### src/hdl/priority_led_sequencer_defines.svh
// Assertion macros for the priority LED sequencer.
// Define ASSERT_OFF to compile the assertions out.
`ifndef PRIORITY_LED_SEQUENCER_DEFINES_SVH
`define PRIORITY_LED_SEQUENCER_DEFINES_SVH

`ifndef ASSERT_OFF

// The consequent must hold in the same cycle as the antecedent.
`define PLS_ASSERT_IMP(label, clk, rst_n, ante, cons) \
    label: assert property (@(posedge clk) disable iff (!rst_n) (ante) |-> (cons)) \
        else $error("pls assertion failed");

// The consequent must hold in the cycle after the antecedent.
`define PLS_ASSERT_NXT(label, clk, rst_n, ante, cons) \
    label: assert property (@(posedge clk) disable iff (!rst_n) (ante) |=> (cons)) \
        else $error("pls assertion failed");

`else

`define PLS_ASSERT_IMP(label, clk, rst_n, ante, cons)

`define PLS_ASSERT_NXT(label, clk, rst_n, ante, cons)

`endif

`endif

### src/hdl/pls_pkg.sv
`timescale 1ns / 1ps

package pls_pkg;

    // Default sizes.
    localparam int DEF_LED_COUNT     = 4;
    localparam int DEF_PATTERN_COUNT = 6;

    // Pattern ROM geometry.
    localparam int ROM_PATTERNS = 6;
    localparam int ROM_STEPS    = 3;

    // Longest walk through the steps of one LED.
    localparam int WALK_LIMIT = 16;

    // Field widths.
    localparam int CODE_W = 3;
    localparam int MS_W   = 11;

    // Stopped position and "no active pattern".
    localparam logic [CODE_W-1:0] CODE_NONE = 3'd7;

    // Function codes of an input item.
    localparam logic [1:0] FUNC_TICK = 2'd0;
    localparam logic [1:0] FUNC_RUN  = 2'd1;
    localparam logic [1:0] FUNC_STOP = 2'd2;

    // Step kinds.
    localparam logic [1:0] KIND_WAIT = 2'd0;
    localparam logic [1:0] KIND_LOOP = 2'd1;
    localparam logic [1:0] KIND_END  = 2'd2;

    // Wait times in milliseconds.
    localparam logic [MS_W-1:0] MS_0    = 11'd0;
    localparam logic [MS_W-1:0] MS_1    = 11'd1;
    localparam logic [MS_W-1:0] MS_50   = 11'd50;
    localparam logic [MS_W-1:0] MS_200  = 11'd200;
    localparam logic [MS_W-1:0] MS_450  = 11'd450;
    localparam logic [MS_W-1:0] MS_800  = 11'd800;
    localparam logic [MS_W-1:0] MS_1000 = 11'd1000;
    localparam logic [MS_W-1:0] MS_1950 = 11'd1950;

    typedef struct packed {
        logic [1:0] func;
        logic [1:0] led_index;
        logic [2:0] pattern_index;
    } in_item_t;

    typedef struct packed {
        logic [3:0] led_levels;
        logic [3:0] timing_mask;
    } out_item_t;

    typedef struct packed {
        logic            level;
        logic [1:0]      kind;
        logic [MS_W-1:0] ms;
    } step_t;

    // Per-LED control part of a memory row.
    typedef struct packed {
        logic [CODE_W-1:0] active;
        logic [MS_W-1:0]   countdown;
        logic              lit;
    } led_ctl_t;

    // Result flags of one walk step.
    typedef struct packed {
        logic done;
    } step_flags_t;

    localparam step_t STEP_STOP = '{1'b0, KIND_END, MS_0};

    localparam step_t ROM_TABLE [ROM_PATTERNS][ROM_STEPS] = '{
        '{'{1'b1, KIND_WAIT, MS_1000}, '{1'b0, KIND_LOOP, MS_0},   '{1'b0, KIND_END,  MS_0}},
        '{'{1'b1, KIND_WAIT, MS_1000}, '{1'b0, KIND_LOOP, MS_0},   '{1'b0, KIND_END,  MS_0}},
        '{'{1'b1, KIND_WAIT, MS_200},  '{1'b0, KIND_WAIT, MS_800}, '{1'b0, KIND_LOOP, MS_0}},
        '{'{1'b1, KIND_WAIT, MS_50},   '{1'b0, KIND_WAIT, MS_450}, '{1'b0, KIND_LOOP, MS_0}},
        '{'{1'b1, KIND_WAIT, MS_50},   '{1'b0, KIND_WAIT, MS_1950},'{1'b0, KIND_LOOP, MS_0}},
        '{'{1'b1, KIND_WAIT, MS_1},    '{1'b0, KIND_WAIT, MS_0},   '{1'b0, KIND_END,  MS_0}}
    };

    // A position past the stored steps reads as a stop step.
    function automatic step_t rom_step(input logic [CODE_W-1:0] pat,
                                       input logic [CODE_W-1:0] pos);
        step_t st;
        st = STEP_STOP;
        if ((32'(pat) < ROM_PATTERNS) && (32'(pos) < ROM_STEPS))
        begin
            st = ROM_TABLE[pat][pos[1:0]];
        end
        return st;
    endfunction

endpackage

### src/hdl/priority_led_sequencer.sv
// Sequence: a run or stop goes through read, load, the walk and write-back, then the final
// state; a stop or a winning run walks at least one step when walking is enabled, a losing run
// skips the walk. A tick does read, load, the walk if a countdown runs out, and write-back per LED.
// Throughput: one item at a time; the next is taken once the result is in the output register.
// Reset (rst_n, asynchronous, active low): all patterns stopped, no active pattern,
// countdowns zero, LEDs off, walk_enable set; unwritten rows read as the reset row.
`timescale 1ns / 1ps

`include "priority_led_sequencer_defines.svh"

module priority_led_sequencer #(
    parameter int LED_COUNT     = pls_pkg::DEF_LED_COUNT,
    parameter int PATTERN_COUNT = pls_pkg::DEF_PATTERN_COUNT
) (
    input  logic              clk,
    input  logic              rst_n,
    input  logic              cfg_wr_en,
    input  logic              cfg_wr_data,
    input  logic              in_valid,
    output logic              in_stall,
    input  pls_pkg::in_item_t in_item,
    output logic              out_valid,
    input  logic              out_stall,
    output pls_pkg::out_item_t out_item
);

    // Index widths. A single LED or pattern still gets one address bit.
    localparam int LED_W   = (LED_COUNT > 1) ? $clog2(LED_COUNT) : 1;
    localparam int PAT_W   = (PATTERN_COUNT > 1) ? $clog2(PATTERN_COUNT) : 1;
    localparam int GUARD_W = $clog2(pls_pkg::WALK_LIMIT + 1);
    localparam int CTL_W   = $bits(pls_pkg::led_ctl_t);
    localparam int ROW_W   = PATTERN_COUNT * pls_pkg::CODE_W + CTL_W;

    localparam logic [LED_W-1:0]   LAST_LED   = LED_W'(LED_COUNT - 1);
    localparam logic [GUARD_W-1:0] LAST_GUARD = GUARD_W'(pls_pkg::WALK_LIMIT - 1);

    // Sequencer states.
    localparam logic [2:0] ST_IDLE = 3'd0;
    localparam logic [2:0] ST_RD   = 3'd1;
    localparam logic [2:0] ST_LOAD = 3'd2;
    localparam logic [2:0] ST_WALK = 3'd3;
    localparam logic [2:0] ST_WB   = 3'd4;
    localparam logic [2:0] ST_FIN  = 3'd5;

    localparam pls_pkg::led_ctl_t CTL_RESET = '{pls_pkg::CODE_NONE, '0, 1'b0};

    // Control registers.
    logic [2:0]         state_reg, state_next;
    logic               walk_enable_reg;
    logic [LED_COUNT-1:0] lit_bits_reg, lit_bits_next;
    logic [LED_COUNT-1:0] run_bits_reg, run_bits_next;
    logic               out_valid_reg, out_valid_next;

    // Working registers for the row being processed.
    logic [1:0]         func_reg, func_next;
    logic [LED_W-1:0]   led_reg, led_next;
    logic [PAT_W-1:0]   pat_reg, pat_next;
    logic [GUARD_W-1:0] guard_reg, guard_next;
    logic [PATTERN_COUNT-1:0][pls_pkg::CODE_W-1:0] pos_reg, pos_next;
    pls_pkg::led_ctl_t  ctl_reg, ctl_next;
    pls_pkg::out_item_t out_item_reg, out_item_next;

    // Memory port signals.
    logic               mem_wr_en;
    logic               mem_rd_en;
    logic [ROW_W-1:0]   mem_rd_data;
    logic               mem_rd_valid;

    // Step unit signals.
    logic [PATTERN_COUNT-1:0][pls_pkg::CODE_W-1:0] step_pos;
    pls_pkg::led_ctl_t    step_ctl;
    pls_pkg::step_flags_t step_flags;

    logic in_accept;

    // Each LED owns one row: the step positions of all its patterns followed
    // by the active pattern, the countdown and the level.
    pls_row_mem #(
        .DEPTH  (LED_COUNT),
        .WIDTH  (ROW_W),
        .ADDR_W (LED_W)
    ) u_row_mem (
        .clk      (clk),
        .rst_n    (rst_n),
        .wr_en    (mem_wr_en),
        .wr_addr  (led_reg),
        .wr_data  ({pos_reg, ctl_reg}),
        .rd_en    (mem_rd_en),
        .rd_addr  (led_reg),
        .rd_data  (mem_rd_data),
        .rd_valid (mem_rd_valid)
    );

    pls_step_unit #(
        .PATTERN_COUNT (PATTERN_COUNT),
        .PAT_W         (PAT_W)
    ) u_step_unit (
        .pos_in  (pos_reg),
        .ctl_in  (ctl_reg),
        .pos_out (step_pos),
        .ctl_out (step_ctl),
        .flags   (step_flags)
    );

    // Items are taken only while the sequencer is idle. A finished result
    // sits in the output register, so the next item can enter while it waits.
    assign in_stall  = (state_reg != ST_IDLE);
    assign in_accept = in_valid && !in_stall;

    always_comb
    begin
        logic [PATTERN_COUNT-1:0][pls_pkg::CODE_W-1:0] rd_pos;
        pls_pkg::led_ctl_t    rd_ctl;
        logic [pls_pkg::CODE_W-1:0] act;
        logic                 in_range;

        state_next     = state_reg;
        lit_bits_next  = lit_bits_reg;
        run_bits_next  = run_bits_reg;
        out_valid_next = out_valid_reg && out_stall;
        func_next      = func_reg;
        led_next       = led_reg;
        pat_next       = pat_reg;
        guard_next     = guard_reg;
        pos_next       = pos_reg;
        ctl_next       = ctl_reg;
        out_item_next  = out_item_reg;
        mem_wr_en      = 1'b0;
        mem_rd_en      = 1'b0;
        act            = pls_pkg::CODE_NONE;

        // A row never written since reset reads as the reset row.
        if (mem_rd_valid)
        begin
            rd_pos = mem_rd_data[ROW_W-1:CTL_W];
            rd_ctl = mem_rd_data[CTL_W-1:0];
        end
        else
        begin
            rd_pos = {PATTERN_COUNT{pls_pkg::CODE_NONE}};
            rd_ctl = CTL_RESET;
        end

        in_range = (32'(in_item.led_index) < LED_COUNT)
                && (32'(in_item.pattern_index) < PATTERN_COUNT);

        unique case (state_reg)
            ST_IDLE:
            begin
                if (in_accept)
                begin
                    func_next = in_item.func;
                    led_next  = LED_W'(in_item.led_index);
                    pat_next  = PAT_W'(in_item.pattern_index);
                    if (in_item.func == pls_pkg::FUNC_TICK)
                    begin
                        // A tick visits every LED in index order.
                        led_next   = '0;
                        state_next = ST_RD;
                    end
                    else if (((in_item.func == pls_pkg::FUNC_RUN)
                              || (in_item.func == pls_pkg::FUNC_STOP)) && in_range)
                    begin
                        state_next = ST_RD;
                    end
                    else
                    begin
                        // Unused function code or index out of range: the
                        // item only reports the current levels.
                        state_next = ST_FIN;
                    end
                end
            end

            ST_RD:
            begin
                mem_rd_en  = 1'b1;
                state_next = ST_LOAD;
            end

            ST_LOAD:
            begin
                pos_next   = rd_pos;
                ctl_next   = rd_ctl;
                guard_next = '0;
                state_next = ST_WB;
                if (func_reg == pls_pkg::FUNC_TICK)
                begin
                    if (rd_ctl.countdown != '0)
                    begin
                        ctl_next.countdown = rd_ctl.countdown - 1'b1;
                        if (rd_ctl.countdown == pls_pkg::MS_W'(1))
                        begin
                            state_next = ST_WALK;
                        end
                    end
                end
                else
                begin
                    // Run restarts the pattern, stop ends it; either way the
                    // LED goes dark and the active pattern is picked again.
                    if (func_reg == pls_pkg::FUNC_RUN)
                    begin
                        pos_next[pat_reg] = '0;
                    end
                    else
                    begin
                        pos_next[pat_reg] = pls_pkg::CODE_NONE;
                    end
                    for (int i = PATTERN_COUNT - 1; i >= 0; i--)
                    begin
                        if (pos_next[i] != pls_pkg::CODE_NONE)
                        begin
                            act = pls_pkg::CODE_W'(i);
                        end
                    end
                    ctl_next.active = act;
                    ctl_next.lit    = 1'b0;
                    // A run only walks if its pattern won the re-pick.
                    if ((func_reg == pls_pkg::FUNC_STOP)
                        || (act == pls_pkg::CODE_W'(pat_reg)))
                    begin
                        state_next = ST_WALK;
                    end
                end
            end

            ST_WALK:
            begin
                // One pattern step a cycle while walk_enable is set, until a timed wait is loaded, the
                // LED runs out of patterns or the step bound is hit.
                if (!walk_enable_reg)
                begin
                    state_next = ST_WB;
                end
                else
                begin
                    pos_next   = step_pos;
                    ctl_next   = step_ctl;
                    guard_next = guard_reg + 1'b1;
                    if (step_flags.done || (guard_reg == LAST_GUARD))
                    begin
                        state_next = ST_WB;
                    end
                end
            end

            ST_WB:
            begin
                // The row is written back here; the next read of any row is
                // issued no earlier than the following cycle, so a read never
                // meets a write in flight.
                mem_wr_en              = 1'b1;
                lit_bits_next[led_reg] = ctl_reg.lit;
                run_bits_next[led_reg] = (ctl_reg.countdown != '0);
                if ((func_reg == pls_pkg::FUNC_TICK) && (led_reg != LAST_LED))
                begin
                    led_next   = led_reg + 1'b1;
                    state_next = ST_RD;
                end
                else
                begin
                    state_next = ST_FIN;
                end
            end

            ST_FIN:
            begin
                if (!out_valid_reg || !out_stall)
                begin
                    out_valid_next = 1'b1;
                    for (int i = 0; i < 4; i++)
                    begin
                        out_item_next.led_levels[i]  = 1'b0;
                        out_item_next.timing_mask[i] = 1'b0;
                        if (i < LED_COUNT)
                        begin
                            out_item_next.led_levels[i]  = lit_bits_reg[i];
                            out_item_next.timing_mask[i] = run_bits_reg[i];
                        end
                    end
                    state_next = ST_IDLE;
                end
            end

            default:
            begin
                state_next = ST_IDLE;
            end
        endcase
    end

    always_ff @(posedge clk or negedge rst_n)
    begin
        if (!rst_n)
        begin
            state_reg       <= ST_IDLE;
            walk_enable_reg <= 1'b1;
            lit_bits_reg    <= '0;
            run_bits_reg    <= '0;
            out_valid_reg   <= 1'b0;
        end
        else
        begin
            state_reg     <= state_next;
            lit_bits_reg  <= lit_bits_next;
            run_bits_reg  <= run_bits_next;
            out_valid_reg <= out_valid_next;
            if (cfg_wr_en)
            begin
                walk_enable_reg <= cfg_wr_data;
            end
        end
    end

    always_ff @(posedge clk)
    begin
        func_reg     <= func_next;
        led_reg      <= led_next;
        pat_reg      <= pat_next;
        guard_reg    <= guard_next;
        pos_reg      <= pos_next;
        ctl_reg      <= ctl_next;
        out_item_reg <= out_item_next;
    end

    assign out_valid = out_valid_reg;
    assign out_item  = out_item_reg;

    // A new result only ever comes from the final state of an item.
    `PLS_ASSERT_IMP(a_result_from_fin, clk, rst_n, $rose(out_valid_reg), $past(state_reg == ST_FIN))
    // The sequencer never reads a row in the same cycle as it writes one.
    `PLS_ASSERT_IMP(a_no_rw_overlap, clk, rst_n, mem_wr_en, !mem_rd_en)
    // An accepted item either starts a row access or reports at once.
    `PLS_ASSERT_NXT(a_accept_moves, clk, rst_n, in_accept, (state_reg == ST_RD) || (state_reg == ST_FIN))
    // The walk bound is never overrun.
    `PLS_ASSERT_IMP(a_walk_bound, clk, rst_n, state_reg == ST_WALK, guard_reg <= LAST_GUARD)

endmodule

### src/hdl/pls_row_mem.sv
`timescale 1ns / 1ps

// One row per LED, synchronous write, registered read. An entry that has
// not been written since reset is flagged through rd_valid.
module pls_row_mem #(
    parameter int DEPTH  = 4,
    parameter int WIDTH  = 33,
    parameter int ADDR_W = 2
) (
    input  logic              clk,
    input  logic              rst_n,
    input  logic              wr_en,
    input  logic [ADDR_W-1:0] wr_addr,
    input  logic [WIDTH-1:0]  wr_data,
    input  logic              rd_en,
    input  logic [ADDR_W-1:0] rd_addr,
    output logic [WIDTH-1:0]  rd_data,
    output logic              rd_valid
);

    logic [WIDTH-1:0] mem [DEPTH];
    logic [DEPTH-1:0] written_reg;
    logic [WIDTH-1:0] rd_data_reg;
    logic             rd_valid_reg;

    always_ff @(posedge clk)
    begin
        if (wr_en)
        begin
            mem[wr_addr] <= wr_data;
        end
        if (rd_en)
        begin
            rd_data_reg <= mem[rd_addr];
        end
    end

    always_ff @(posedge clk or negedge rst_n)
    begin
        if (!rst_n)
        begin
            written_reg  <= '0;
            rd_valid_reg <= 1'b0;
        end
        else
        begin
            if (wr_en)
            begin
                written_reg[wr_addr] <= 1'b1;
            end
            if (rd_en)
            begin
                rd_valid_reg <= written_reg[rd_addr];
            end
        end
    end

    assign rd_data  = rd_data_reg;
    assign rd_valid = rd_valid_reg;

endmodule

### src/hdl/pls_step_unit.sv
`timescale 1ns / 1ps

// One step of a pattern walk for one LED, including the re-pick of the
// active pattern when a pattern runs into its stop step.
module pls_step_unit #(
    parameter int PATTERN_COUNT = pls_pkg::DEF_PATTERN_COUNT,
    parameter int PAT_W         = 3
) (
    input  logic [PATTERN_COUNT-1:0][pls_pkg::CODE_W-1:0] pos_in,
    input  pls_pkg::led_ctl_t                             ctl_in,
    output logic [PATTERN_COUNT-1:0][pls_pkg::CODE_W-1:0] pos_out,
    output pls_pkg::led_ctl_t                             ctl_out,
    output pls_pkg::step_flags_t                          flags
);

    always_comb
    begin
        logic [PAT_W-1:0]           pidx;
        logic [pls_pkg::CODE_W-1:0] pos;
        logic [pls_pkg::CODE_W-1:0] act;
        pls_pkg::step_t             st;

        pos_out    = pos_in;
        ctl_out    = ctl_in;
        flags.done = 1'b1;
        pidx       = PAT_W'(ctl_in.active);
        pos        = pls_pkg::CODE_NONE;
        act        = pls_pkg::CODE_NONE;
        st         = pls_pkg::STEP_STOP;

        if (32'(ctl_in.active) < PATTERN_COUNT)
        begin
            pos           = pos_in[pidx];
            st            = pls_pkg::rom_step(ctl_in.active, pos);
            pos_out[pidx] = pos + 3'd1;
            flags.done    = 1'b0;
            case (st.kind)
                pls_pkg::KIND_LOOP:
                begin
                    pos_out[pidx] = '0;
                end
                pls_pkg::KIND_WAIT:
                begin
                    ctl_out.lit = st.level;
                    if (st.ms != pls_pkg::MS_0)
                    begin
                        ctl_out.countdown = st.ms;
                        flags.done        = 1'b1;
                    end
                end
                default:
                begin
                    // Stop step: end this pattern and fall back to the next.
                    pos_out[pidx] = pls_pkg::CODE_NONE;
                    for (int i = PATTERN_COUNT - 1; i >= 0; i--)
                    begin
                        if (pos_out[i] != pls_pkg::CODE_NONE)
                        begin
                            act = pls_pkg::CODE_W'(i);
                        end
                    end
                    ctl_out.active = act;
                    ctl_out.lit    = 1'b0;
                end
            endcase
        end
    end

endmodule

### config.mk
export PLATFORM = sky130hd
export DESIGN_NAME = priority_led_sequencer
export DESIGN_NICKNAME = d
export VERILOG_FILES = /design/src/hdl/pls_pkg.sv /design/src/hdl/priority_led_sequencer.sv /design/src/hdl/pls_row_mem.sv /design/src/hdl/pls_step_unit.sv
export VERILOG_INCLUDE_DIRS = /design/src /design/src/hdl
export SDC_FILE = /design/constraint.sdc
export NUM_CORES = 1
export LEC_CHECK = 0
export BUFFER_PORTS_ARGS = -buffer_cell sky130_fd_sc_hd__clkbuf_2
export CORE_MARGIN = 2
export CORE_UTILIZATION = 55
export DETAILED_ROUTE_END_ITERATION = 10
export PLACE_DENSITY = 0.71
export SLEW_MARGIN = 5
export SYNTH_ARGS = -nofsm -noshare
export SYNTH_HDL_FRONTEND = slang
export SYNTH_SLANG_ARGS = --single-unit
export TNS_END_PERCENT = 50
### constraint.sdc
create_clock -name clk -period 4.3 [get_ports clk]
set_clock_uncertainty 0.2 [all_clocks]
set_input_delay 0.215 -clock clk [delete_from_list [all_inputs] [get_ports clk]]
set_output_delay 0.215 -clock clk [all_outputs]
set_load 0.1 [all_outputs]
# == Word level (Yosys, flattened, before mapping) ==
# Memories as Yosys holds them, arrays and structs flattened. A register that Yosys moved wholly into a read port is not among the register bits.
# Index checks and enable logic that the tools add are counted.
# W data, S select, Z words.
# op_classes
n_addsub,4
n_lt_le_gt_ge,11
eq_ne,36
n_mux,82
bitwise,9
n_reduce_logical,35
# op_table
cell,count
$mux W18,7
$mux W42,2
$mux W3,27
$pmux W18 S2,2
$mux W14,4
$mux W15,3
$mux W11,4
$ne A3 B3 Y1 const B,13
$and A18 B18 Y18,2
$not A18 Y18,2
$or A18 B18 Y18,2
$reduce_bool A11 Y1,3
$pmux W15 S2,1
$bmux W14 S2,1
$bwmux W18,1
$demux W3 S3,2
$pmux W3 S6,1
$ne A2 B2 Y1 const B,7
$mux W1,12
$mux W2,6
$eq A11 B1 Y1 const B,1
$sub A11 B1 Y11 const B,1
$pmux W5 S2,1
$bmux W3 S3,1
40 further kinds,71
# totals
ff_bits,71
mem_bits_rw,132
mem_bits_ro,336
input_bits,13
output_inout_bits,10
elab_cells,201
n_memories,2
# mem_list
name,words,word_bits,read_ports,rd_clocked_by_memory_dff,write_ports,line,text
(no name shown),8,42,1,0,0,pls_pkg.sv:90,st = ROM_TABLE[pat][pos[1:0]];
u_row_mem.mem,4,33,1,1,1,pls_row_mem.sv:21,logic [WIDTH-1:0] mem [DEPTH];

# == Logic depth before layout (Yosys ltp) ==
# Gate-level depths: netlist of run 1.
# logic_depth
word_depth,23
depth_mapped,10
ltp_nobuf,9

# == Cells and area by module ==
# A second synthesis of run 1 with hierarchy kept.
# unflattened
cells_unflattened,790
hier_area_um2,11009.3
# by_module_without_submodules
mod,n_inst,cells_each,area_per_inst_um2
pls_row_mem,1,226,6027.0
priority_led_sequencer,1,395,3896.2
pls_step_unit,1,169,1086.0

# == Least setup slack after synthesis of run 1 ==
# OpenSTA, ideal clock, no wires.
# synth_path
kind,register to register
from,register state_reg[0]
to,"register u_row_mem.rd_data_reg[0] (netlist: u_row_mem.rd_data[0]) (read register of u_row_mem.mem), enable pin"
setup_ps,470
arrival_ps,3195
required_ps,3630
path_slack_ps,435
path_stages_with_launch,4
synth_period_minus_slack_ps,3865
cell_sequence,dfrtp_1 -> clkbuf_1 -> inv_1 -> nor3_1
# synth_between
elab_chain_len,2
# synth_rtl
item,line,text
from (decl),priority_led_sequencer.sv:48,"logic [2:0] state_reg, state_next;"
from (signal assigned),priority_led_sequencer.sv:305,state_reg <= state_next;
$eq A3 B1 Y1,priority_led_sequencer.sv:147,unique case (state_reg)
$mux W1,priority_led_sequencer.sv:147,
to (decl),pls_row_mem.sv:23,logic [WIDTH-1:0] rd_data_reg;
# No other way between the ends.
# A chain may end at the register's enable or synchronous reset.

==> run_results.csv, run 1 <==
group,metric,value,unit
finish,antennaDiodeCount,0,
synthesis,netlist_instances,752,
timing,period_share,0.767,
global_routing,antenna_found_initial,0,
status,run_status,"finished clean",
route,wl_per_cell,23.3,µm
synthesis,syn-mean-instance-area,14.2,µm²
route,drtPass1Iterations,7,
clocking,cts.repair_timing.setup_buffer_count,0,
floorplan,die-area,20500,µm²
clocking,cts.root.buffer_cell,"sky130_fd_sc_hd__clkbuf_16",
critical_path,cp.arrival,3.45,ns
clocking,clkSinkCount,236,
timing,max_slew_margin,0.266,
timing,layout_min_cycle_time,3.30,ns
timing,tightestPinTransition,1.10,ns
route,via_count,6769,
clocking,cts.clk_slew.worst_paths,0.06,ns
critical_path,timing.critical_path.cells,"buf_4 -> clkinv_1 -> nand2b_1 -> a21oi_2 -> ha_1 -> inv_1 -> o211ai_1 -> o32ai_1 -> o21ai_1",
floorplan,floorplan.initialDensity,0.566,
placement,instance_area_after_placement,11000,µm²
finish,synthToLayoutAreaGrowth,12.5,%
synthesis,async_reset_ff_frac,0.0763,
synthesis,adder_cell_share_of_the_synthesized_area,0.0141,
timing,max_freq,303,MHz
route,antenna_left,0,
critical_path,startpoint_types,"flop",
global_routing,global_router_s_overall_resource_usage,0.249,
clocking,numCtsBuffers,24,
timing,rsz0062_at_grt,"false",
global_routing,grt_max_degree,42,
floorplan,die_height,143,µm
clocking,h_tree_lvls,1,
timing,setup_violations,0,
critical_path,max_fanout_on_critical_path,18,
synthesis,postSynthNetCount,777,
clocking,cts-root-to-sink-buffers,3,
power_and_ir_drop,total_leakage_power,4.04,nW
synthesis,unique_cell_type_count_in_the_yosys_netlist,69,
route,drc_errors,0,
power_and_ir_drop,vdd.ir_drop.worst,0.000553,V
timing,drv_slew,0,
critical_path,crit_slowest_cell,"sky130_fd_sc_hd__edfxtp_1",
critical_path,critPathRequiredTime,4.46,ns
run,drv.max_cap_violation_count,0,
floorplan,core_ar,18800,µm²
synthesis,synth_top_family_by_area,"compound AO/OA/AOI/OAI gates",
placement,post-place-cells,1003,
route,route.final.wire_length,24700,µm
route,vias_per_cell,6.39,
synthesis,yosys.area_share.xor_xnor,0.00411,
power_and_ir_drop,power_per_cell_area,697,nW/µm²
clocking,cts_repair_resize_count,0,
finish,flip_flop_count_of_the_largest_register_after_layout,132,
global_routing,first_pass_grt_wire_length,38000,µm
clocking,tritoncts,"done",
global_routing,overflow_left_after_global_routing,0,
clocking,cts_hold_buffers,13,
finish,drive_above_1_share,0.186,
placement,dp.final_hpwl,15900,µm
placement,io_buffers,22,
synthesis,simple_gate_share_of_the_synthesized_area,0.0977,
floorplan,pin_count,23,
timing,totalNegativeSetupSlack,0,ns
floorplan,fp-row-count,50,
synthesis,area_fraction_in_compound_gates_after_synthesis,0.111,
finish,finish.instance_area,12000,µm²
min_path,min-delay-path-class,"in -> async",
synthesis,synth_seq_area_share,0.657,
synthesis,synthFlopType,"sky130_fd_sc_hd__edfxtp_1",
synthesis,post_synth_instance_area,10700,µm²
synthesis,count_of_flip_flops_with_a_built_in_enable_after_synthesis,218,
critical_path,timing.critical_path.to_type,"flop",
synthesis,synth-warning-count,0,
global_routing,first_global_vias,6688,
finish,final_common_cell,"sky130_fd_sc_hd__edfxtp_1",
critical_path,timing_worst_setup_path_type,"reg -> reg",
timing,timing.final.hold_violations,0,
critical_path,cpPeakStageDelay,0.77,ns
floorplan,die_w,143,µm
clocking,clkLatencyLatePin,0.51,ns
finish,final_nets,807,
synthesis,mux_contribution_to_synthesized_area,0.0918,
route,drt_iter0_markers,922,
finish,finish.cell_count_without_fillers,1060,
finish,mostFrequentLayoutCells,"sky130_fd_sc_hd__edfxtp_1 (218), sky130_fd_sc_hd__nand2_1 (51), sky130_fd_sc_hd__o21ai_0 (50)",
placement,place_congestion,1.02,
synthesis,ys_seq_elements,236,
finish,fillers,1368,
[power breakdown]
part	switching (W)	internal (W)
clock	0.000841	0.00133
combinational	0.00164	0.000870
sequential	0.000440	0.00323
[worst max-delay path, delay by kind of cell (launching register included)]
kind,cells,cell delay (ns)
and+or+nand+nor,1,0.23
buffers and inverters,3,0.54
DFF,1,0.77
AOI/OAI and AO/OA,4,1.07
adders and majority gates,1,0.32
[through the flow]
| stage | power, W | worst slack, ns | utilization | hold WS [ns] |
|---|---|---|---|---|
| floorplan | 0.00541 | 0.435 | - | -0.281 |
| global placement | 0.00608 | 1.13 | 0.585 | -0.0232 |
| detailed placement | 0.00616 | 1.09 | 0.585 | -0.00829 |
| CTS | 0.00836 | 1.09 | 0.637 | 0.0000921 |
| global route | 0.00874 | 0.867 | 0.637 | 0.0307 |
| finish | 0.00836 | 1.00 | 0.637 | 0.0207 |
[synthesized netlist by cell type, drive strengths merged, types with 6 or more instances]
library cell / count / share of area
a21oi: 39 / 0.019
a2bb2oi: 7 / 0.0058
a31oi: 20 / 0.012
and2: 8 / 0.0047
and3: 14 / 0.0082
buf: 15 / 0.0076
clkbuf: 29 / 0.010
dfrtp: 17 / 0.040
edfxtp: 218 / 0.61
ha: 12 / 0.014
inv: 18 / 0.0063
mux2: 6 / 0.0063
mux2i: 10 / 0.0094
mux4: 36 / 0.076
nand2: 51 / 0.018
nand2b: 13 / 0.0076
nand3: 19 / 0.0089
nor2: 43 / 0.015
nor2b: 8 / 0.0047
nor3: 15 / 0.0075
o21ai: 54 / 0.025
o22ai: 15 / 0.0088
o31ai: 6 / 0.0042
or2: 10 / 0.0061
[cell type report]
cell class	count	area, µm²	area share
sequential	236	7000	0.584
clock buffer	33	706	0.0589
tap	260	325	0.0271
clock inverter	11	140	0.0117
timing repair buffer	48	338	0.0282
multi-input combinational	453	3410	0.284
inverter	19	71.3	0.00595
[routing by layer]
layer,track usage,share of wire,vias up
met5,0,0,-
met1,0.354,0.43,3399
met4,0.0974,0.032,0
met3,0.0362,0.067,59
li1,-,-,3008
met2,0.392,0.47,303
[logic make-up (layout without fill, tap and decap cells)]
group / count (synthesis) / in the layout
adder cells (fa/ha/maj): 12 / 12
XOR/XNOR: 5 / 5
AND/OR/NAND/NOR: 204 / 204
flip-flops: 236 / 236
buffers and inverters: 63 / 111
multiplexers: 52 / 52
AO/OA/AOI/OAI: 180 / 180
[final timing paths]
kind / from / end / slack, ns / cells after the start
hold reg to reg: lit_bits_reg[2] / out_item[6] / 0.25 / 0
hold / removal: rst_n / walk_enable_reg / 0.02 / 2
max in group asynchronous: rst_n / run_bits_reg[3] / 2.66 / 3
setup reg to reg: ctl_reg[14] / pos_reg[16] / 1.00 / 9
min in group clk: lit_bits_reg[2] / out_item[6] / 0.25 / 0
setup / recovery: ctl_reg[14] / pos_reg[16] / 1.00 / 9
(Power assumes the default switching activity.)
==> run 2: changes to the inputs <==
clock period = 3.1 ns   (was 4.3 ns; I/O delays follow)
==> run_results.csv, run 2 (synthesis gave the netlist of run 1 again) <==
group,metric,value,unit
route,wl_per_cell,23.2,µm
finish,final_util,0.652,
timing,setup_violations,0,
finish,mostFrequentLayoutCells,"sky130_fd_sc_hd__edfxtp_1 (218), sky130_fd_sc_hd__nand2_1 (51), sky130_fd_sc_hd__o21ai_0 (50), sky130_fd_sc_hd__buf_4 (50), sky130_fd_sc_hd__nor2_1 (42)",
placement,place_ws,0.154,ns
floorplan,core_ar,18800,µm²
clocking,clkLatencyLatePin,0.51,ns
placement,io_buffers,22,
critical_path,r2r-end,"pos_reg[11]",
route,drt_iter0_markers,577,
min_path,worstHoldStart,"in_item[0]",
timing,max_slew_margin,0.428,
clocking,h_tree_lvls,1,
finish,final_common_cell,"sky130_fd_sc_hd__edfxtp_1",
floorplan,die_height,143,µm
run,drv.max_cap_violation_count,0,
timing,totalNegativeSetupSlack,0,ns
critical_path,critPathCapture,"pos_reg[11]",
timing,max_freq,346,MHz
clocking,numCtsBuffers,24,
timing,layout_min_cycle_time,2.89,ns
route,drtPass1Iterations,5,
critical_path,critPathRequiredTime,3.15,ns
timing,rsz0062_at_grt,"false",
power_and_ir_drop,power_per_cell_area,955,nW/µm²
global_routing,grt_max_degree,37,
clocking,cts.clk_slew.worst_paths,0.06,ns
min_path,min-delay-path-class,"in -> reg",
placement,dp.final_hpwl,17600,µm
critical_path,cp.arrival,2.95,ns
floorplan,fp-row-count,50,
finish,drive_above_1_share,0.224,
route,antenna_left,0,
global_routing,first_global_vias,6954,
placement,instance_area_after_placement,11300,µm²
critical_path,ff2ff_setup_slack,0.21,ns
timing,setup_slack,0.208,ns
finish,antennaDiodeCount,0,
clocking,cts.root.buffer_cell,"sky130_fd_sc_hd__clkbuf_16",
finish,synthToLayoutAreaGrowth,15.2,%
global_routing,global_router_s_overall_resource_usage,0.257,
floorplan,die-area,20500,µm²
critical_path,worst_case_reg_to_reg_path_depth,10,
finish,final_nets,847,
finish,finish.instance_area,12300,µm²
critical_path,timing.critical_path.to_type,"flop",
global_routing,antenna_found_initial,0,
timing,drv_slew,0,
route,route.final.wire_length,25500,µm
critical_path,startpoint_types,"flop",
critical_path,timing_worst_setup_path_type,"reg -> reg",
power_and_ir_drop,vdd.ir_drop.worst,0.000637,V
placement,place_congestion,0.974,
critical_path,crit_path_start,"ctl_reg[12]",
route,via_count,6870,
critical_path,max_fanout_on_critical_path,13,
finish,flip_flop_count_of_the_largest_register_after_layout,132,
critical_path,r2r_start,"ctl_reg[12]",
timing,timing.final.hold_violations,0,
power_and_ir_drop,design_power_total,0.0117,W
clocking,tritoncts,"done",
floorplan,pin_count,23,
global_routing,first_pass_grt_wire_length,39200,µm
status,run_status,"finished clean",
clocking,cts-root-to-sink-buffers,3,
timing,period_share,0.933,
global_routing,overflow_left_after_global_routing,0,
timing,tightestPinTransition,0.858,ns
power_and_ir_drop,total_leakage_power,4.21,nW
floorplan,die_w,143,µm
clocking,clkSinkCount,236,
route,drc_errors,0,
route,vias_per_cell,6.25,
floorplan,floorplan.initialDensity,0.566,
==> run 2: cell count changes in the layout (fill, tap and decap cells not counted), moves of 2 or more <==
cell,before,now
sky130_fd_sc_hd__clkbuf_8,5,1
sky130_fd_sc_hd__clkinv_2,4,6
sky130_fd_sc_hd__clkinvlp_4,2,5
sky130_fd_sc_hd__clkbuf_1,3,1
sky130_fd_sc_hd__buf_4,13,50
sky130_fd_sc_hd__buf_12,0,2
sky130_fd_sc_hd__clkinv_1,1,4
==> run 2: layout make-up <==
type,instances,area (µm²)
Clock buffer,27,643
Clock inverter,17,148
Fill cell,1376,6560
Inverter,19,71.3
Multi-Input combinational cell,453,3420
Sequential cell,236,7000
Tap cell,260,325
Timing Repair Buffer,88,666
==> run 2: how the worst min path moves through the flow <==
stage | end | slack, ns | cells after the start
global route | pat_reg[0] | 0.19 | 2
global placement | lit_bits_reg[1] | -0.08 | 1
CTS | walk_enable_reg | 0.17 | 4
finish | pat_reg[0] | 0.18 | 2
detailed placement | lit_bits_reg[1] | -0.08 | 1
floorplan | lit_bits_reg[0] | -0.34 | 0
==> run 2: stage by stage <==
stage          hold WS, ns  cells
5_1_grt              0.188   1100
6_report             0.181   1100
3_3_place_gp       -0.0845   1040
3_5_place_dp       -0.0782   1040
2_1_floorplan       -0.341    752
4_1_cts              0.170   1098
==> run 2: repair_timing <==
item / in CTS / in global routing
resized for setup: 0 / 1
setup buffers: 0 / 2
hold endpoints to repair: 36 / 0
endpoints found under the setup margin: 0 / 2
hold buffers: 14 / 0
==> run 2: layer usage <==
metal | GRT usage | wire (µm) | up-vias | part of all wire
li1 | - | - | 3094 | -
met5 | 0 | 0 | - | 0
met3 | 0.0480 | 1520 | 62 | 0.059
met4 | 0.0855 | 835 | 0 | 0.033
met1 | 0.359 | 11100 | 3462 | 0.43
met2 | 0.412 | 12100 | 252 | 0.47
==> run 2: critical path: stages (launching register included) <==
cell                        delay [ns]
sky130_fd_sc_hd__edfxtp_1         0.38
sky130_fd_sc_hd__buf_4            0.21
sky130_fd_sc_hd__mux2_2           0.38
sky130_fd_sc_hd__nand2b_1         0.20
sky130_fd_sc_hd__a21oi_2          0.28
sky130_fd_sc_hd__inv_2            0.07
sky130_fd_sc_hd__ha_1             0.18
sky130_fd_sc_hd__inv_1            0.06
sky130_fd_sc_hd__o2111ai_2        0.27
sky130_fd_sc_hd__nor3_1           0.28
sky130_fd_sc_hd__o22ai_1          0.12
==> run 2: power by group <==
group / total, W / switching [W] / leakage (nW) / internal [W]
logic: 0.00387 / 0.00245 / 1.63 / 0.00142
registers: 0.00500 / 0.000524 / 2.19 / 0.00448
clock network: 0.00285 / 0.00119 / 0.378 / 0.00166
==> run 3: changes to the inputs <==
CTS_BUF_LIST = sky130_fd_sc_hd__clkbuf_4   (was unset)
==> run_results.csv, run 3 (synthesis gave the netlist of run 1 again) <==
group,metric,value,unit
power_and_ir_drop,register_share_of_total_power,0.437,
route,wl_per_cell,22.3,µm
floorplan,die_height,143,µm
run,drv.max_cap_violation_count,0,
finish,synthToLayoutAreaGrowth,15.3,%
global_routing,first_global_vias,7213,
timing,max_freq,339,MHz
critical_path,crit_slowest_cell,"sky130_fd_sc_hd__edfxtp_1",
clocking,cts.clk_slew.worst_paths,0.08,ns
clocking,numCtsBuffers,59,
floorplan,die_w,143,µm
timing,tightestPinTransition,0.835,ns
power_and_ir_drop,total_leakage_power,4.28,nW
critical_path,cp.arrival,3.18,ns
placement,place_congestion,0.974,
clocking,cts.repair_timing.setup_buffer_count,0,
route,drtPass1Iterations,5,
critical_path,timing_worst_setup_path_type,"reg -> reg",
clocking,cts.root.buffer_cell,"sky130_fd_sc_hd__clkbuf_4",
floorplan,die-area,20500,µm²
critical_path,startpoint_types,"flop",
floorplan,fp-row-count,50,
timing,setup_violations,0,
floorplan,core_ar,18800,µm²
power_and_ir_drop,power.combinational.fraction,0.337,
critical_path,critPathRequiredTime,3.33,ns
route,vias_per_cell,6.16,
status,run_status,"finished clean",
clocking,tritoncts,"done",
clocking,h_tree_lvls,2,
global_routing,overflow_left_after_global_routing,0,
timing,setup_slack,0.152,ns
route,antenna_left,0,
clocking,clkLatencyLatePin,0.68,ns
finish,fillers,1420,
placement,dp.final_hpwl,17600,µm
critical_path,timing.critical_path.cells,"buf_4 -> mux2_2 -> nand2b_1 -> a21oi_4 -> ha_1 -> inv_1 -> o211ai_1 -> o32ai_2 -> o21ai_1",
power_and_ir_drop,switching_power,0.00418,W
min_path,min-delay-path-class,"in -> reg",
clocking,cts-root-to-sink-buffers,3,
finish,final_common_cell,"sky130_fd_sc_hd__edfxtp_1",
power_and_ir_drop,internal-power,0.00727,W
timing,totalNegativeSetupSlack,0,ns
placement,io_buffers,22,
global_routing,global_router_s_overall_resource_usage,0.262,
placement,post-place-cells,1040,
finish,finish.cell_count_without_fillers,1163,
clocking,clkSinkCount,236,
finish,mostFrequentLayoutCells,"sky130_fd_sc_hd__edfxtp_1 (218), sky130_fd_sc_hd__clkbuf_4 (83), sky130_fd_sc_hd__nand2_1 (51)",
timing,layout_min_cycle_time,2.95,ns
timing,period_share,0.951,
global_routing,antenna_found_initial,1,
floorplan,pin_count,23,
global_routing,first_pass_grt_wire_length,40000,µm
power_and_ir_drop,vdd.ir_drop.worst,0.000835,V
critical_path,timing.critical_path.to_type,"flop",
route,drc_errors,0,
global_routing,grt_max_degree,37,
timing,drv_slew,0,
finish,flip_flop_count_of_the_largest_register_after_layout,132,
route,route.final.wire_length,25900,µm
route,via_count,7160,
power_and_ir_drop,power_per_cell_area,932,nW/µm²
critical_path,max_fanout_on_critical_path,13,
finish,drive_above_1_share,0.262,
timing,rsz0062_at_grt,"false",
critical_path,cpPeakStageDelay,0.38,ns
placement,place_ws,0.154,ns
power_and_ir_drop,swShare,0.365,
finish,final_nets,884,
floorplan,floorplan.initialDensity,0.566,
route,drt_iter0_markers,624,
power_and_ir_drop,power.share.clock,0.226,
timing,max_slew_margin,0.443,
finish,final_util,0.652,
timing,timing.final.hold_violations,0,
-- run 3: layout make-up --
type                    instances  area, µm²  area share
flip-flops and latches        236       7000       0.570
multi-input cells             453       3430       0.280
repair buffers                 90        691      0.0562
clock buffers                  83        623      0.0507
well taps                     260        325      0.0265
clock inverters                21        139      0.0113
inverters                      19       71.3     0.00581
diodes                          1       2.50    0.000204
-- run 3: power groups by stage --
stage	clock (W)	combinational, W	sequential [W]
3_3_place_gp	0	0.00369	0.00501
2_1_floorplan	0	0.00249	0.00501
5_1_grt	0.00282	0.00417	0.00507
6_report	0.00259	0.00386	0.00500
4_1_cts	0.00267	0.00380	0.00499
3_5_place_dp	0	0.00377	0.00504
-- run 3: worst max-delay path, delay by kind of cell, from the launching register on --
family,cells,cell delay [ns]
AO/OA/AOI/OAI,4,0.96
flip-flops,1,0.38
multiplexers,1,0.38
adder cells (fa/ha/maj),1,0.27
buffers and inverters,2,0.26
AND/OR/NAND/NOR,1,0.22
-- run 3: per-layer routing --
| metal | GRT usage | vias up | routed length [µm] |
|---|---|---|---|
| li1 | - | 3205 | - |
| met1 | 0.364 | 3625 | 11300 |
| met2 | 0.416 | 267 | 12300 |
| met3 | 0.0520 | 63 | 1620 |
| met4 | 0.0980 | 0 | 717 |
| met5 | 0 | - | 0 |
-- run 3: path summary, 6_finish.rpt --
path                            startpoint                  endpoint  slack [ns]  cells past startpoint
max in group asynchronous            rst_n  u_row_mem.written_reg[3]        1.18                      4
hold reg to reg            lit_bits_reg[1]               out_item[5]        0.25                      0
setup reg to reg               ctl_reg[12]               pos_reg[16]        0.15                      9
setup / recovery               ctl_reg[12]               pos_reg[16]        0.15                      9
min in group asynchronous            rst_n           walk_enable_reg        0.32                      3
hold / removal                  in_item[5]               func_reg[0]        0.04                      2
-- run 3: stage by stage --
stage / total power (W) / area, µm² / hold slack (ns)
finish: 0.0115 / 12300 / 0.0439
global route: 0.0121 / 12300 / 0.0113
CTS: 0.0115 / 12300 / 0.00456
detailed placement: 0.00881 / 11300 / -0.0782
global placement: 0.00870 / 11300 / -0.0845
floorplan: 0.00750 / 10700 / -0.341
-- run 3: repair_timing --
action                                 CTS  global route
gates resized for setup                  0             3
hold buffers                            18             0
endpoints found under the hold margin   44             0
setup endpoints to repair                0             3
